<file path="config.mk">
export PLATFORM = sky130hd
export DESIGN_NAME = keyboard_scancode_decoder_top
export DESIGN_NICKNAME = d
export VERILOG_FILES = /design/src/hw/rtl/kbd_pkg.sv /design/src/hw/rtl/keyboard_scancode_decoder_top.sv
export SDC_FILE = /design/constraint.sdc
export NUM_CORES = 1
export LEC_CHECK = 0
export BUFFER_PORTS_ARGS = -buffer_cell sky130_fd_sc_hd__buf_2
export CORE_ASPECT_RATIO = 1.25
export CORE_MARGIN = 4
export CORE_UTILIZATION = 35
export CTS_CLUSTER_DIAMETER = 60
export DETAILED_ROUTE_END_ITERATION = 8
export GPL_TIMING_DRIVEN = 1
export PLACE_DENSITY = 0.58
export RECOVER_POWER = 50
export SYNTH_ARGS = -nofsm -noshare
export SYNTH_HDL_FRONTEND = slang
export SYNTH_SLANG_ARGS = --single-unit
</file>
<file path="constraint.sdc">
create_clock -name clock -period 3.9 [get_ports clock]
set_input_delay 0.195 -clock clock [delete_from_list [all_inputs] [get_ports clock]]
set_output_delay 0.195 -clock clock [all_outputs]
set_load 0.1 [all_outputs]
</file>
<file path="src/hw/rtl/kbd_pkg.sv">
package kbd_pkg;

   // pending prefix codes
   localparam logic [1:0] PREFIX_NONE = 2'd0;
   localparam logic [1:0] PREFIX_E0   = 2'd1;
   localparam logic [1:0] PREFIX_E1   = 2'd2;

   localparam logic [7:0] BYTE_E0 = 8'hE0;
   localparam logic [7:0] BYTE_E1 = 8'hE1;

   // set 1 make codes with special handling
   localparam logic [6:0] KC_SHIFT_L  = 7'd42;
   localparam logic [6:0] KC_SHIFT_R  = 7'd54;
   localparam logic [6:0] KC_ALT      = 7'd56;
   localparam logic [6:0] KC_CTRL     = 7'd29;
   localparam logic [6:0] KC_CAPS     = 7'd58;
   localparam logic [6:0] KC_SCROLL   = 7'd70;
   localparam logic [6:0] KC_NUM      = 7'd69;
   localparam logic [6:0] KC_PAD_LO   = 7'd71;
   localparam logic [6:0] KC_PAD_HI   = 7'd83;
   localparam logic [6:0] KC_DIVIDE   = 7'd53;

   localparam logic [7:0] DIVIDE_CODE_RESET = 8'd53;
   localparam logic [7:0] CHAR_SLASH        = 8'd47;

   typedef struct packed {
      logic shift;
      logic alt_l;
      logic alt_r;
      logic ctrl_l;
      logic ctrl_r;
      logic caps;
      logic num;
      logic scroll;
   } mod_type;

   function automatic logic is_letter(input logic [6:0] code);
      return (code >= 7'd16 && code <= 7'd26) || (code >= 7'd30 && code <= 7'd40) ||
             (code >= 7'd44 && code <= 7'd50);
   endfunction

   function automatic logic [7:0] plain_char(input logic [6:0] code);
      logic [7:0] ch;
      case (code)
         7'd2:  ch = 8'd49;   7'd3:  ch = 8'd50;   7'd4:  ch = 8'd51;
         7'd5:  ch = 8'd52;   7'd6:  ch = 8'd53;   7'd7:  ch = 8'd54;
         7'd8:  ch = 8'd55;   7'd9:  ch = 8'd56;   7'd10: ch = 8'd57;
         7'd11: ch = 8'd48;   7'd12: ch = 8'd225;  7'd13: ch = 8'd39;
         7'd14: ch = 8'd8;    7'd15: ch = 8'd9;    7'd16: ch = 8'd113;
         7'd17: ch = 8'd119;  7'd18: ch = 8'd101;  7'd19: ch = 8'd114;
         7'd20: ch = 8'd116;  7'd21: ch = 8'd122;  7'd22: ch = 8'd117;
         7'd23: ch = 8'd105;  7'd24: ch = 8'd111;  7'd25: ch = 8'd112;
         7'd26: ch = 8'd129;  7'd27: ch = 8'd43;   7'd28: ch = 8'd10;
         7'd30: ch = 8'd97;   7'd31: ch = 8'd115;  7'd32: ch = 8'd100;
         7'd33: ch = 8'd102;  7'd34: ch = 8'd103;  7'd35: ch = 8'd104;
         7'd36: ch = 8'd106;  7'd37: ch = 8'd107;  7'd38: ch = 8'd108;
         7'd39: ch = 8'd148;  7'd40: ch = 8'd132;  7'd41: ch = 8'd94;
         7'd43: ch = 8'd35;   7'd44: ch = 8'd121;  7'd45: ch = 8'd120;
         7'd46: ch = 8'd99;   7'd47: ch = 8'd118;  7'd48: ch = 8'd98;
         7'd49: ch = 8'd110;  7'd50: ch = 8'd109;  7'd51: ch = 8'd44;
         7'd52: ch = 8'd46;   7'd53: ch = 8'd45;   7'd55: ch = 8'd42;
         7'd57: ch = 8'd32;   7'd74: ch = 8'd45;   7'd78: ch = 8'd43;
         7'd86: ch = 8'd60;
         default: ch = 8'd0;
      endcase
      return ch;
   endfunction

   function automatic logic [7:0] shift_char(input logic [6:0] code);
      logic [7:0] ch;
      case (code)
         7'd2:  ch = 8'd33;   7'd3:  ch = 8'd34;   7'd4:  ch = 8'd21;
         7'd5:  ch = 8'd36;   7'd6:  ch = 8'd37;   7'd7:  ch = 8'd38;
         7'd8:  ch = 8'd47;   7'd9:  ch = 8'd40;   7'd10: ch = 8'd41;
         7'd11: ch = 8'd61;   7'd12: ch = 8'd63;   7'd13: ch = 8'd96;
         7'd16: ch = 8'd81;   7'd17: ch = 8'd87;   7'd18: ch = 8'd69;
         7'd19: ch = 8'd82;   7'd20: ch = 8'd84;   7'd21: ch = 8'd90;
         7'd22: ch = 8'd85;   7'd23: ch = 8'd73;   7'd24: ch = 8'd79;
         7'd25: ch = 8'd80;   7'd26: ch = 8'd154;  7'd27: ch = 8'd42;
         7'd30: ch = 8'd65;   7'd31: ch = 8'd83;   7'd32: ch = 8'd68;
         7'd33: ch = 8'd70;   7'd34: ch = 8'd71;   7'd35: ch = 8'd72;
         7'd36: ch = 8'd74;   7'd37: ch = 8'd75;   7'd38: ch = 8'd76;
         7'd39: ch = 8'd153;  7'd40: ch = 8'd142;  7'd41: ch = 8'd248;
         7'd43: ch = 8'd39;   7'd44: ch = 8'd89;   7'd45: ch = 8'd88;
         7'd46: ch = 8'd67;   7'd47: ch = 8'd86;   7'd48: ch = 8'd66;
         7'd49: ch = 8'd78;   7'd50: ch = 8'd77;   7'd51: ch = 8'd59;
         7'd52: ch = 8'd58;   7'd53: ch = 8'd95;   7'd57: ch = 8'd32;
         7'd86: ch = 8'd62;
         default: ch = 8'd0;
      endcase
      return ch;
   endfunction

   function automatic logic [7:0] altgr_char(input logic [6:0] code);
      logic [7:0] ch;
      case (code)
         7'd3:  ch = 8'd253;  7'd8:  ch = 8'd123;  7'd9:  ch = 8'd91;
         7'd10: ch = 8'd93;   7'd11: ch = 8'd125;  7'd12: ch = 8'd92;
         7'd16: ch = 8'd64;   7'd27: ch = 8'd126;  7'd50: ch = 8'd230;
         7'd86: ch = 8'd124;
         default: ch = 8'd0;
      endcase
      return ch;
   endfunction

   function automatic logic [7:0] pad_char(input logic [6:0] code);
      logic [7:0] ch;
      case (code)
         7'd71: ch = 8'd55;   7'd72: ch = 8'd56;   7'd73: ch = 8'd57;
         7'd74: ch = 8'd45;   7'd75: ch = 8'd52;   7'd76: ch = 8'd53;
         7'd77: ch = 8'd54;   7'd78: ch = 8'd43;   7'd79: ch = 8'd49;
         7'd80: ch = 8'd50;   7'd81: ch = 8'd51;   7'd82: ch = 8'd48;
         7'd83: ch = 8'd44;
         default: ch = 8'd0;
      endcase
      return ch;
   endfunction

   function automatic logic [7:0] pad_code(input logic [6:0] code);
      logic [7:0] kc;
      case (code)
         7'd71: kc = 8'd8;    7'd72: kc = 8'd9;    7'd73: kc = 8'd10;
         7'd74: kc = 8'd53;   7'd75: kc = 8'd5;    7'd76: kc = 8'd6;
         7'd77: kc = 8'd7;    7'd78: kc = 8'd27;   7'd79: kc = 8'd2;
         7'd80: kc = 8'd3;    7'd81: kc = 8'd4;    7'd82: kc = 8'd11;
         7'd83: kc = 8'd51;
         default: kc = 8'd0;
      endcase
      return kc;
   endfunction

endpackage

</file>
<file path="src/hw/rtl/keyboard_scancode_decoder_top.sv">
// channel  | dir | handshake             | payload
// req      | in  | req_tvalid/req_tready | req_tdata[7:0] scan_byte
// rsp      | out | rsp_tvalid/rsp_tready | rsp_tuser pressed, rsp_tdata ascii/key/modifiers
// csr      | in  | csr_wen               | csr_wdata divide_key_code
//
// One word per cycle sustained while rsp is not stalled; an accepted byte is registered in
// the input stage and then in the result register before it appears on rsp.
// Reset (synchronous) clears both stages, the prefix, modifiers and locks, and sets the
// divide key code to 53. While rsp is stalled the input stage still holds one word, and
// bytes that give no result (prefixes, modifiers, locks) pass through without waiting.
module keyboard_scancode_decoder_top
   import kbd_pkg::*;
(
   input  logic        clock,
   input  logic        reset,
   input  logic        req_tvalid,
   output logic        req_tready,
   input  logic [7:0]  req_tdata,   // [7:0] scan_byte
   output logic        rsp_tvalid,
   input  logic        rsp_tready,
   output logic [23:0] rsp_tdata,   // [7:0] ascii_char, [15:8] key_code, [16] shift_down,
                                    // [17] alt_left_down, [18] alt_right_down,
                                    // [19] ctrl_left_down, [20] ctrl_right_down,
                                    // [21] caps_on, [22] num_on, [23] scroll_on
   output logic        rsp_tuser,   // [0] pressed
   input  logic        csr_wen,
   input  logic [7:0]  csr_wdata
);

   logic       s1_valid_ff, s1_valid_in;
   logic [7:0] s1_byte_ff;
   logic       rsp_valid_ff, rsp_valid_in;
   logic [23:0] rsp_data_ff;
   logic       rsp_user_ff;
   logic [1:0] prefix_ff, prefix_in;
   mod_type    mod_ff, mod_in;
   logic [7:0] divide_ff;

   logic       is_prefix, down, gives_result, out_free, s1_advance, req_take;
   logic [6:0] code;
   logic [7:0] ch, kc;

   assign code      = s1_byte_ff[6:0];
   assign down      = ~s1_byte_ff[7];
   assign is_prefix = (s1_byte_ff == BYTE_E0) || (s1_byte_ff == BYTE_E1);

   always_comb begin
      gives_result = 1'b0;
      if (!is_prefix) begin
         case (code) inside
            KC_SHIFT_L, KC_SHIFT_R, KC_ALT, KC_CTRL, KC_CAPS, KC_SCROLL:
               gives_result = 1'b0;
            KC_NUM:
               gives_result = mod_ff.ctrl_l;
            default:
               gives_result = 1'b1;
         endcase
      end
   end

   assign out_free   = !rsp_valid_ff || rsp_tready;
   assign s1_advance = s1_valid_ff && (!gives_result || out_free);
   assign req_tready = !s1_valid_ff || s1_advance;
   assign req_take   = req_tvalid && req_tready;

   // prefix and modifier update
   always_comb begin
      mod_in    = mod_ff;
      prefix_in = prefix_ff;
      if (s1_advance) begin
         if (s1_byte_ff == BYTE_E0) begin
            prefix_in = PREFIX_E0;
         end else if (s1_byte_ff == BYTE_E1) begin
            prefix_in = PREFIX_E1;
         end else begin
            prefix_in = PREFIX_NONE;
            case (code) inside
               KC_SHIFT_L, KC_SHIFT_R: mod_in.shift = down;
               KC_ALT: begin
                  if (prefix_ff == PREFIX_E0) mod_in.alt_r = down;
                  else mod_in.alt_l = down;
               end
               KC_CTRL: begin
                  if (prefix_ff == PREFIX_E0) mod_in.ctrl_r = down;
                  else mod_in.ctrl_l = down;
               end
               KC_CAPS:   mod_in.caps   = mod_ff.caps ^ down;
               KC_SCROLL: mod_in.scroll = mod_ff.scroll ^ down;
               KC_NUM:    if (!mod_ff.ctrl_l) mod_in.num = mod_ff.num ^ down;
               default: ;
            endcase
         end
      end
   end

   // translation
   always_comb begin
      kc = {1'b0, code};
      if (code == KC_DIVIDE && prefix_ff == PREFIX_E0) begin
         ch = CHAR_SLASH;
         kc = divide_ff;
      end else if (mod_ff.num && prefix_ff == PREFIX_NONE &&
                   code >= KC_PAD_LO && code <= KC_PAD_HI) begin
         ch = pad_char(code);
         kc = pad_code(code);
      end else if (mod_ff.alt_r) begin
         ch = altgr_char(code);
      end else if (mod_ff.shift || (mod_ff.caps && is_letter(code))) begin
         ch = shift_char(code);
      end else begin
         ch = plain_char(code);
      end
   end

   always_comb begin
      s1_valid_in = s1_valid_ff;
      if (req_take) s1_valid_in = 1'b1;
      else if (s1_advance) s1_valid_in = 1'b0;
      rsp_valid_in = rsp_valid_ff;
      if (s1_advance && gives_result) rsp_valid_in = 1'b1;
      else if (rsp_tready) rsp_valid_in = 1'b0;
   end

   always_ff @(posedge clock) begin
      if (reset) begin
         s1_valid_ff  <= 1'b0;
         rsp_valid_ff <= 1'b0;
         prefix_ff    <= PREFIX_NONE;
         mod_ff       <= '0;
         divide_ff    <= DIVIDE_CODE_RESET;
      end else begin
         s1_valid_ff  <= s1_valid_in;
         rsp_valid_ff <= rsp_valid_in;
         prefix_ff    <= prefix_in;
         mod_ff       <= mod_in;
         if (csr_wen) divide_ff <= csr_wdata;
      end
   end

   always_ff @(posedge clock) begin
      if (req_take) s1_byte_ff <= req_tdata;
      if (s1_advance && gives_result) begin
         rsp_data_ff <= {mod_in.scroll, mod_in.num, mod_in.caps, mod_in.ctrl_r,
                         mod_in.ctrl_l, mod_in.alt_r, mod_in.alt_l, mod_in.shift, kc, ch};
         rsp_user_ff <= down;
      end
   end

   assign rsp_tvalid = rsp_valid_ff;
   assign rsp_tdata  = rsp_data_ff;
   assign rsp_tuser  = rsp_user_ff;

   a_prefix_kept: assert property (@(posedge clock) disable iff (reset)
      (s1_advance && is_prefix) |=> (prefix_ff != PREFIX_NONE && !$rose(rsp_valid_ff)))
      else $error("prefix byte lost or produced a result");

   a_caps_make_only: assert property (@(posedge clock) disable iff (reset)
      (s1_advance && s1_byte_ff == {1'b1, KC_CAPS}) |=> $stable(mod_ff.caps))
      else $error("caps lock changed on break");

   a_ready_when_empty: assert property (@(posedge clock) disable iff (reset)
      !s1_valid_ff |-> req_tready)
      else $error("input stage empty but not ready");

   a_reset_clears: assert property (@(posedge clock)
      reset |=> (!rsp_valid_ff && !s1_valid_ff && prefix_ff == PREFIX_NONE))
      else $error("reset did not clear control state");

   a_no_overwrite: assert property (@(posedge clock) disable iff (reset)
      (rsp_valid_ff && !rsp_tready) |-> !(s1_advance && gives_result))
      else $error("pending result overwritten");

endmodule
</file>
Word level (Yosys, flattened, before mapping)
Memories as Yosys holds them, arrays and structs flattened. A register that Yosys moved wholly into a read port is not among the register bits. Cells that the tools add are included.

Register bits: 53. Bits in read-only memories: 2048. Input bits: 21. Output and inout bits: 27. Memories kept: 2.

Memory list: (name not given) (depth 128, width 8, rd ports 1, clocked after Yosys merged registers in 1, write ports 0, RTL line kbd_pkg.sv:71) `case (code)`; (name not given) (depth 128, width 8, rd ports 1, clocked after Yosys merged registers in 1, write ports 0, RTL line kbd_pkg.sv:44) `case (code)`.

$lt $le $gt $ge: 8. Equal/unequal tests: 34. Multiplexer cells: 48. Bitwise operators: 4. Reduce and logical (&&, ||, !) cells: 26.

Operator list (count): $pmux 6 s13 (2); $eq 7x7->1 const B (16); $pmux 8 s10 (1); $mux 8 (7); $eq 7x6->1 const B (6); $eq 7x4->1 const B (5); $mux 1 (28); $eq 7x5->1 const B (3); $mux 7 (3); $eq 8x8->1 const B (2); $ge 7x5->1 const B (2); $le 7x6->1 const B (2); $mux 2 (7); $logic_and 1x1->1 (11); $eq 7x2->1 const B (1); $ge 7x6->1 const B (1); $ge 7x7->1 const B (1); $le 7x5->1 const B (1); $le 7x7->1 const B (1); $logic_or 1x1->1 (7); $reduce_or 6->1 (1); $reduce_bool 2->1 (2); $logic_not 1->1 (3); $xor 1x1->1 (3); 4 further kinds (4).

Depth between registers and ports, before layout
Gate-level depths: netlist of the first run.

Word-level depth: 12. Mapped depth: 15. Depth with buffers taken out: 13.

Worst setup path after synthesis of the first run
OpenSTA, ideal clock, no wires.

Path type: register to register. Start: register rsp_valid_ff (netlist: rsp_tvalid). End: register with a tool-made name. Setup time: 0.132 ns. Arrival time: 3.778 ns. Required time: 3.768 ns. Slack: -0.010 ns. Cell stages (with the launch flop): 15. Buffers on the path: 1. Path through: dfxtp_1 > nor2b_1 > nand2_1 > or3_4 > o21ai_4 > inv_8 > mux2i_2 > inv_1 > ha_1 > clkbuf_1 > nand4_1 > o21ai_0 > and3_1 > nor2_1 > a22oi_1.

RTL lines: start: declaration (RTL line keyboard_scancode_decoder_top.sv:32) `logic rsp_valid_ff, rsp_valid_in;`; start signal: assignment (RTL line keyboard_scancode_decoder_top.sv:133) `rsp_valid_ff <= rsp_valid_in;`.

==> summary by stage, run 1 <==
Status
The run finished with clean final reports.

Layout
The final standard cell count with taps included and fillers excluded is 818. The area overhead of the layout relative to synthesis is 14.1%. The summed area of non-filler cells in the final layout is 0.00580 mm2.

Of the cells placed in the final design, the portion with a size suffix greater than 1 is 14.5%. Fill cells in the final layout number 1417. The repair_antennas step left the layout with diodes totalling 0. The sequential cells in the finished layout cover a total of 0.00171 mm2.

The area occupied by multi-input gates is approximately 0.0031 mm2. The final layout net count is 670.

Synthesis
Dividing the synthesized area by the synthesized cell count gives 8.51 um2. The cell count after synthesis is 597. In the post-synthesis netlist, the cell with the most instances is nand2_1. Counting instances in the post-synthesis netlist gives the leading cell types as 60 x nand2_1, 46 x a21oi_1, 46 x nor2_1.

For this run, the leading register cell type out of synthesis is dfxtp_1. The cell taking the most area after synthesis is edfxtp_1. By area the synthesized netlist is led by edfxtp_1 20%, dfxtp_1 14%, a21oi_1 4.5%. The synthesis warning total is 0.

After synthesis, flip-flops and latches occupy 33.7% of the total area. The fraction of registers with async set or reset after synthesis is 0%. After synthesis, the netlist uses 86 different library cells. The number of enable-type register cells in the synthesized netlist is 33.

The fraction of post-synthesis cell area in the top cell type by area is 19.5%. The net count of the mapped netlist is 629. After synthesis the cells add up to 0.00508 mm2. The register bit total from synthesis is 69.

Clock network
Clock latency on the worst-skew pair, taken at its later pin, is 0.34 ns. The clock-pin slew on the worst setup and hold paths is 0.06 ns. The root buffer cell chosen for the clock tree is clkbuf_16.

The number of setup buffers added after CTS is 0. The CTS tree is yes. The maximum clock insertion buffer count is 2. CTS built an H-tree with a depth of 3. The total number of clock tree sinks is 69. The TritonCTS buffer count is 9.

Worst hold path
The worst hold path depth is 1. The end point of the most critical hold path is s1_byte_ff[7]. The min-delay analysis places its worst path in the category in2reg. The beginning of the worst hold path is req_tdata[7].

Die
The area of the placeable core is approximately 0.014 mm2. The area enclosed by the die boundary is 0.0165 mm2. The die is 143 um tall. The count of boundary I/O pins is 48. The initial cell density of the core is 36.3%.

The die width is roughly 120 um. Row generation in the floorplan step produced 48 rows.

Power
Per report_power, the clock group accounts for around 38% of the total. Summing internal, switching and leakage power gives 2.29 mW. The power density normalized to cell area is 395 mW/mm2. The share of power burned in combinational logic is 25.8%. The power spent charging and discharging nets is 749 uW. The static power due to leakage is about 2.1 nW. The internal portion of total power is around 1.5 mW. In this run, flip-flops and latches consume a little over a third of the power. Of the total power, the share spent switching nets is 32.7%. The worst supply voltage drop on vdd is about 0.26 mV.

Global route
The total overflow left after global routing is 0. The number of antenna violations at the first check in global routing came to 0. The largest net degree at the start of global routing is 30. The wire length of the first global-routing pass is approximately 26 mm.

The total routing usage reported by global routing is 20.1%. The via count of the first global-routing pass came to 4672.

Setup path
The type of destination of the critical path is a register. Along the worst path, the maximum fanout reaches 13. The required time of the critical path is 4.15 ns. The launch point of the worst reg-to-reg path is s1_byte_ff[1]. The worst setup path is launched from a register.

The depth of the worst register-to-register path is 13. Data arrives at the worst endpoint at 3.92 ns. The worst setup path is of the reg2reg kind. The minimum setup slack among reg-to-reg paths is ~0.23 ns.

Job
The number of violations of the max-capacitance limit is 0.

Place
The placed instances occupy a cell area of 0.00553 mm2. The count of buffers added on input and output ports is 47. The post-place setup slack is between 0.2 and 0.25 ns. Routability-driven placement finished with a final weighted congestion of approximately 0.97. The HPWL after detailed placement is 12.3 mm. The number of placed instances, taps included, is 802.

Routing
In the routed design, unresolved DRC markers number 0. The count of TritonRoute iterations in the first routing pass is 6. The overall routed net length is 16.6 mm. Summing over every cut layer, the via total after detailed routing is 4939. The detail route stage leaves a number of antenna-violating nets equal to 0. After detailed routing, the average wire length per cell comes to 20.3 um.

The average vias per placed instance is between 6 and 7. The initial DRC count is 436.

STA
The upper clock frequency limit is 272 MHz. The minimum setup slack in the final design is 0.228 ns. The hold violation count in the final report is 0. The number of max-slew violations in the final report is 0. The transition time at the pin with the least slew margin is 1.19 ns. Setup repair after global routing left no endpoint under its margin.

The worst slew margin relative to its limit is approximately a fifth. Counting I/O delays and the setup requirement, the final critical path takes ~3.7 ns. The maximum clock skew at final layout is between 0.01 and 0.015 ns. After layout, the worst path uses 94.2% of the clock period. The setup TNS is 0 ns. The number of setup violations in the final report is 0.
-- routing by layer --
layer,wire length [um],GRT usage (%),part of all wire (%),up-vias
li1,-,-,-,2329
met1,6710,25.0,40,2315
met2,8010,33.6,48,246
met3,1110,3.01,6.7,49
met4,768,9.90,4.6,0
met5,0,0,0,-
-- logic make-up (layout without fill, tap and decap cells) --
logic type,count (synthesis),in the layout,share of synthesized area [%]
flops,69,69,33.7
simple gates,220,220,21.7
mux,35,35,7.76
fa+ha+maj,11,11,2.71
buf+inv,61,107,5.91
compound gates,194,194,27.0
xor+xnor,7,7,1.21
-- what timing repair did --
item,CTS,global route
endpoints found under the setup margin,0,1
resized for setup,0,1
hold buffers,0,0
-- worst max path at each step --
| stage | start | end | slack, ns | cells past startpoint |
|---|---|---|---|---|
| floorplan | s1_byte_ff[1] | register | 0.19 | 15 |
| global placement | s1_byte_ff[1] | register | 0.31 | 13 |
| detailed placement | s1_byte_ff[1] | register | 0.22 | 13 |
| CTS | s1_byte_ff[1] | register | 0.20 | 13 |
| global route | s1_byte_ff[1] | register | 0.02 | 12 |
| finish | s1_byte_ff[1] | register | 0.23 | 13 |
-- layout make-up --
| cell class | count | share of cell area, % |
|---|---|---|
| Clock buffer | 9 | 3.88 |
| Clock inverter | 7 | 1.55 |
| Inverter | 12 | 0.949 |
| Multi-Input combinational cell | 467 | 52.9 |
| Sequential cell | 69 | 29.5 |
| Tap cell | 175 | 3.78 |
| Timing Repair Buffer | 79 | 7.36 |
-- power by group through the flow --
stage / combinational [mW] / sequential [mW] / clock [mW]
6_report: 0.591 / 0.833 / 0.867
3_5_place_dp: 0.586 / 0.847 / 0
4_1_cts: 0.588 / 0.832 / 0.885
3_3_place_gp: 0.591 / 0.847 / 0
5_1_grt: 0.631 / 0.837 / 0.916
2_1_floorplan: 0.333 / 0.941 / 0
-- critical path, stage by stage, from the launching register on --
cell and delay (ns):
edfxtp_1 0.48, or4bb_1 0.57, o32ai_2 0.27, or3_4 0.23, o21ai_4 0.07, inv_8 0.13, mux2_2 0.40, inv_2 0.19
ha_1 0.26, nand3_1 0.09, o21ai_0 0.24, and3_1 0.30, nor2_1 0.13, a22oi_1 0.22
-- per-stage QoR --
| step | hold slack [ns] | util, % |
|---|---|---|
| after floorplan | 0.294 | - |
| after global placement | 0.383 | 39.5 |
| after detailed placement | 0.382 | 39.5 |
| after CTS | 0.0305 | 41.8 |
| after global routing | 0.0346 | 41.4 |
| final | 0.0378 | 41.4 |
-- cell usage in the layout, fill, tap and decap left out, drive strengths merged, types with 12 or more instances in the layout --
master  count
nand2      60
nor2       46
a21oi      46
clkbuf     44
buf        44
dfxtp      36
o21ai      35
edfxtp     33
nor2b      26
mux2i      25
nor3       21
nand3      18
nand2b     13
a31oi      12
Note: power is estimated with default switching activity, not from simulation.
==> inputs of run 2 (changes only) <==
--- a/config.mk
+++ b/config.mk
@@ -11,7 +11,7 @@
 export CORE_UTILIZATION = 35
 export CTS_CLUSTER_DIAMETER = 60
 export DETAILED_ROUTE_END_ITERATION = 8
-export GPL_TIMING_DRIVEN = 1
+export GPL_TIMING_DRIVEN = 0
 export PLACE_DENSITY = 0.58
 export RECOVER_POWER = 50
 export SYNTH_ARGS = -nofsm -noshare
==> run 2 against run 1 <==
Effect of this change: sequential share of layout area shrank 0.36 points; global-route usage is 2.2 points higher; via count increased by 3.7%; largest cell class unchanged; utilization grew 0.51 points; critical path type unchanged; clock power decreased by 1%; clock-buffer cell count up 2; wire length up 12%; sequential power about the same.
==> summary by stage, run 2 (synthesis gave the netlist of run 1 again) <==
Status
The flow ran to the end, and the final reports show no timing, DRC or antenna violations.

Die
From bottom edge to top edge, the die measures around 140 um. The die covers 0.0165 mm2. For this configuration, the core starts out at a cell density of 36.3%. In this run the horizontal extent of the chip is 116 um.

The floorplan has 48 rows. Pin placement for this block handled 48 I/O pins. The area of the placeable core is 0.0140 mm2.

Setup path
For the worst flop-to-flop path, the logic depth is 14. The required time of the critical path is 4.14 ns. STA classifies the critical path startpoint as a register.

The critical setup path kind is reg2reg. The minimum setup slack among reg-to-reg paths is 0.15 ns. The signal arrival time at the worst endpoint is 3.99 ns. In this run the worst path has a maximum fanout of 10.

The type of destination of the critical path is a register.

Routing
The overall routed net length is about 19 mm. The first TritonRoute pass finished after 7 iterations. In the routed design, unresolved DRC markers number 0. The routed layout has a little over 5000 vias. The detailed-route wire length per cell is 22.3 um.

The initial DRC count is about 470. After detailed routing, the number of vias per cell comes to 6.14. The count of nets left with antenna violations once routing finished came out at 0.

STA
The hold violation count in the final report is 0. Setup repair after global routing left no endpoint under its margin. The setup TNS is 0 ns. The transition time at the pin with the least slew margin is roughly 1.2 ns. The number of max-slew violations in the final report is 0. Of the available clock period, the critical path in the final layout requires 96.2%.

The minimum setup slack in the final design is 0.146 ns. For this run, the top clock speed supported by timing is approximately 270 MHz. In this run the tightest slew margin relative to its limit is 22.0%.

Setup violations remaining at the end of the flow were counted as 0. The maximum clock skew at final layout is 0.00724 ns. The clock period minus final worst setup slack is 3.75 ns.

Clock network
The clock latency of the later-clocked register in the worst-skew pair is 0.34 ns. The TritonCTS buffer count is 9. The maximum clock insertion buffer count is 2. In this run the number of H-tree levels came out at 3.

The CTS tree is yes. The total number of clock tree sinks is just under 70. The clock-pin slew on the worst setup and hold paths is 0.06 ns. The cell chosen for the clock root is clkbuf_16.

Power
The worst supply voltage drop on vdd is ~0.28 mV. The total power of the final layout is 2.30 mW. Summed over all cells, the static leakage comes to 2.14 nW. The power density normalized to cell area is 392 mW/mm2.

Layout
Relative to the synthesized area, the layout overhead comes to 15.5%. 0 antenna diodes ended up in the layout. For this run, the post-layout net count is around 690. The most common library cell in the layout ignoring fill and taps is nand2_1. Cells with a size suffix above 1 make up between 10 and 15% of the layout.

Leaving out filler cells and counting taps, the final layout contains roughly 830. Cells fill approximately two fifths of the core in the end. The top cell types in the final layout, fill and taps aside, are 60 x nand2_1, 54 x clkbuf_1, 46 x nor2_1, 46 x a21oi_1, 35 x dfxtp_1.

Place
The count of port buffers added during placement is 46. At the placement stage, the worst setup path has a slack of -0.909 ns. Once placement completed, the tool counted placed cells totaling 819. The final weighted congestion of routability-driven global placement is between 0.9 and 1. The HPWL after detailed placement is 13.9 mm.

Global route
The total overflow left after global routing is 0. The largest net degree at the start of global routing is 20. The total routing usage reported by global routing is 22.2%.

The via count of the first global-routing pass came to 4968. The number of antenna violations at the first check in global routing is 0. The first global-routing pass estimated 28.5 mm of wire.

Worst hold path
The class of the tightest hold or removal check is in2reg. Along the worst hold path, the cell count comes to 1.

Job
The number of violations of the max-capacitance limit is 0.
[run 2: power breakdown]
| part | switching [mW] | total (mW) | internal, mW |
|---|---|---|---|
| combinational | 0.440 | 0.618 | 0.179 |
| sequential | 0.0204 | 0.830 | 0.810 |
| clock | 0.305 | 0.854 | 0.549 |
| total | 0.765 | 2.30 | 1.54 |
[run 2: area by class of cell]
| cell class | instances | area [um2] |
|---|---|---|
| fill | 1439 | 8120 |
| multi-input combinational | 467 | 3100 |
| sequential | 69 | 1710 |
| clock buffer | 11 | 264 |
| buffer | 46 | 239 |
| tap | 175 | 219 |
| timing repair buffer | 49 | 218 |
| inverter | 12 | 57.6 |
| clock inverter | 5 | 56.3 |
[run 2: final timing paths]
check,endpoint,start
worst min register to register,prefix_ff[0],prefix_ff[0]
worst max register to register,register,s1_byte_ff[4]
worst min-delay path,s1_byte_ff[7],req_tdata[7]
worst max-delay path,register,s1_byte_ff[4]
[run 2: critical path: stages (launching register included)]
cell and delay (ns):
edfxtp_1 0.42, buf_2 0.21, nand3b_2 0.23, o32ai_4 0.15, or3_4 0.43, o21ai_4 0.25
inv_8 0.10, mux2i_4 0.20, inv_1 0.31, ha_4 0.29, nand3_1 0.10, o21ai_1 0.28
and3_2 0.30, nor2_1 0.11, a21oi_1 0.25
[run 2: metrics by stage]
step           area (um2)  hold slack (ns)
6_report             5870           0.0322
5_1_grt              5870           0.0274
4_1_cts              5900           0.0228
3_5_place_dp         5550            0.374
3_3_place_gp         5530            0.372
2_1_floorplan        5080            0.294
[run 2: what timing repair did]
item	4_1_cts	5_1_grt
resized for setup	8	8
hold endpoints to repair	0	0
pin swaps	0	1
buffers inserted	1	1
setup endpoints to repair	16	11
hold buffers	0	0
[run 2: metal layers]
metal | vias to the layer above | global-route usage [%] | routed length [um]
li1 | 2357 | - | -
met1 | 2446 | 26.0 | 7220
met2 | 255 | 38.2 | 9030
met3 | 62 | 3.01 | 1250
met4 | 0 | 13.5 | 1060
met5 | - | 0 | 0
==> inputs of run 3 (changes only) <==
==> constraint.sdc (replaced) <==
create_clock -name clock -period 3.9 [get_ports clock]
set_input_delay 0 -clock clock [delete_from_list [all_inputs] [get_ports clock]]
set_output_delay 0 -clock clock [all_outputs]
set_load 0.1 [all_outputs]
==> run 3 against run 2 <==
Effect of this change: the run now ends with negative hold slack left; via count is 1.5% higher; combinational power rose by 2%; sequential share of layout area shrank 0.82 points; critical path type unchanged; highest routed layer unchanged.
==> summary by stage, run 3 (synthesis gave the netlist of run 1 again) <==
Status
The flow ran to the end, but the final reports show violations. The final reports fail on negative hold slack.

Setup path
The signal arrival time at the worst endpoint is ~4 ns. The slowest stage cell on the critical path is a2111o_1. The signal on the critical path passes through buf_6, or3b_1, a2111o_1, o311ai_4, o21ai_4, inv_8, mux2_2, inv_4, ha_4, nand3_1, o21ai_1, and3_2, nor2_1, a21oi_1.

The delay contributed by the slowest stage of the critical path is 0.47 ns. The required time of the critical path is 4.13 ns. The startpoint class of the critical path is a register. The number of cells on the worst reg-to-reg path is 14. The worst setup path is captured at a register. Of all nets on the critical path, the largest fanout is 11.

The critical path in this run is classified as reg2reg. The minimum setup slack among reg-to-reg paths is 0.12 ns. The worst register-to-register path begins at s1_byte_ff[1].

Routing
The overall routed net length is 18.6 mm. The detailed-route wire length per cell is 21.9 um. The detailed-route DRC error count is 0. The initial DRC count is about 550. The average vias per placed instance is 6.11.

The count of nets left with antenna violations once routing finished came out at 0. For this run, the detailed router's first-pass iteration total came to 6. Across all layers, the routed design uses 5199 vias.

Die
The area enclosed by the die boundary is 0.0165 mm2. The count of boundary I/O pins is 48. The die width is 116 um. The initial cell density of the core is 36.3%. The die height is 143 um. The area of the placeable core is 0.0140 mm2. The number of rows created at floorplan is 48.

Worst hold path
The worst hold path terminates at divide_ff[4]. The class of the tightest hold or removal check is in2reg. In this run the most critical hold path is launched from csr_wen.

The worst hold path depth is 3.

STA
The number of setup violations in the final report is 0. The worst slew margin relative to its limit is 22.0%. The maximum clock skew at final layout is 0.00963 ns. At the pin with the least slew margin, the transition time is 1.18 ns. The clock period could shrink to 3.78 ns. Setup repair after global routing left no endpoint under its margin.

The hold violation count in the final report is 1. After layout, the worst path uses around 97% of the clock period. The number of max-slew violations in the final report is 0.

The final worst hold slack is -0.00703 ns. Based on the critical path, the design can be clocked at up to 264 MHz.

Place
The HPWL after detailed placement is 13.9 mm. Routability-driven placement finished with a final weighted congestion of 0.970. In this run the tool buffered the top-level ports with 46 buffer cells.

Global route
The wire length of the first global-routing pass is 28.7 mm. In the global route stage, met2 resource usage came out at 38.3%. The met3 usage in global routing is 2.97%.

The global-route congestion overflow total is 0. The total routing usage reported by global routing is 22.3%. In the global route stage, met1 resource usage came out at 26.2%. The number of antenna violations at the first check in global routing is 0. The highest-utilization routing layer at the global route stage is met2. The via count of the first global-routing pass came to 5016. The largest net degree at the start of global routing is 20.

Power
Summed over all cells, the static leakage comes to 2.20 nW. The worst supply voltage drop on vdd is ~0.28 mV. The total power of the final layout is between 2 and 2.5 mW. The power density normalized to cell area is 383 mW/mm2.

Layout
Fill cells in the final layout number 1426. The register cell area after layout is 0.00171 mm2. Leaving out fill and tap cells, the most frequent cell in the layout is nand2_1. The repair_antennas step left the layout with diodes totalling 0. In the layout the commonest cells are 60 x nand2_1, 54 x clkbuf_1, 46 x nor2_1, 46 x a21oi_1, 35 x dfxtp_1.

The final layout net count is 703. Relative to the synthesized area, the layout overhead comes to 18.9%. In the final layout, the share of cells above drive strength 1 is between 10% and 20%. The area occupied by multi-input gates is 0.00310 mm2.

Clock network
CTS placed an instance of clkbuf_16 at the clock tree root. The depth of the CTS H-tree is 3. The clock passes through at most 2 buffers. The clock latency of the later-clocked register in the worst-skew pair is 0.34 ns. Counting every sink on the clock net gives about 70. The clock-pin slew on the worst setup and hold paths is 0.06 ns.

The TritonCTS buffer count is 9. The CTS tree is yes.

Job
The number of violations of the max-capacitance limit is 0.
==> run 3: worst max-delay path by stage <==
stage                              from  endpoint  cells after the start
after CTS                 s1_byte_ff[1]  register                     14
after global placement    s1_byte_ff[4]  register                     15
after detailed placement  s1_byte_ff[1]  register                     15
after global routing      s1_byte_ff[4]  register                     14
final                     s1_byte_ff[1]  register                     14
after floorplan           s1_byte_ff[1]  register                     15
==> run 3: area by class of cell <==
type	count	share of cell area, %
repair buffers	66	6.42
inverters	12	0.953
clock buffers	11	4.37
clock inverters	5	0.932
plain buffers	46	3.96
well taps	175	3.62
flip-flops and latches	69	28.4
multi-input cells	467	51.4
==> run 3: what timing repair did <==
item	in CTS	in global routing
pin swaps	0	1
hold buffers	17	0
cloned	0	0
resized for setup	8	8
endpoints found under the setup margin	16	11
endpoints found under the hold margin	16	0
setup buffers	1	1
==> run 3: critical path, delay by kind of cell, from the launching register on <==
family	cells	cell delay [ns]
adders and majority gates	1	0.25
muxes	1	0.42
AOI/OAI and AO/OA	5	1.29
DFF	1	0.37
and+or+nand+nor	4	0.89
buffers and inverters	3	0.45
==> run 3: report_power, final <==
group / internal (mW) / switching, mW
Sequential: 0.810 / 0.0203
Clock: 0.549 / 0.305
Combinational: 0.190 / 0.441
==> run 3: layer usage <==
| metal | vias up | share of wire (%) |
|---|---|---|
| li1 | 2401 | - |
| met1 | 2465 | 39 |
| met2 | 264 | 49 |
| met3 | 69 | 6.9 |
| met4 | 0 | 5.8 |
| met5 | - | 0 |
==> run 3: per-stage QoR <==
step           cells  setup WS, ns  cell area, um2  TNS (ns)  util [%]
2_1_floorplan    597         0.190            5080         0         -
5_1_grt          851        0.0321            6040         0      43.2
3_3_place_gp     818        -0.970            5530    -10.36      39.5
3_5_place_dp     819        -0.909            5550     -9.77      39.7
6_report         851         0.117            6040         0      43.2
4_1_cts          851        0.0720            6070         0      43.4
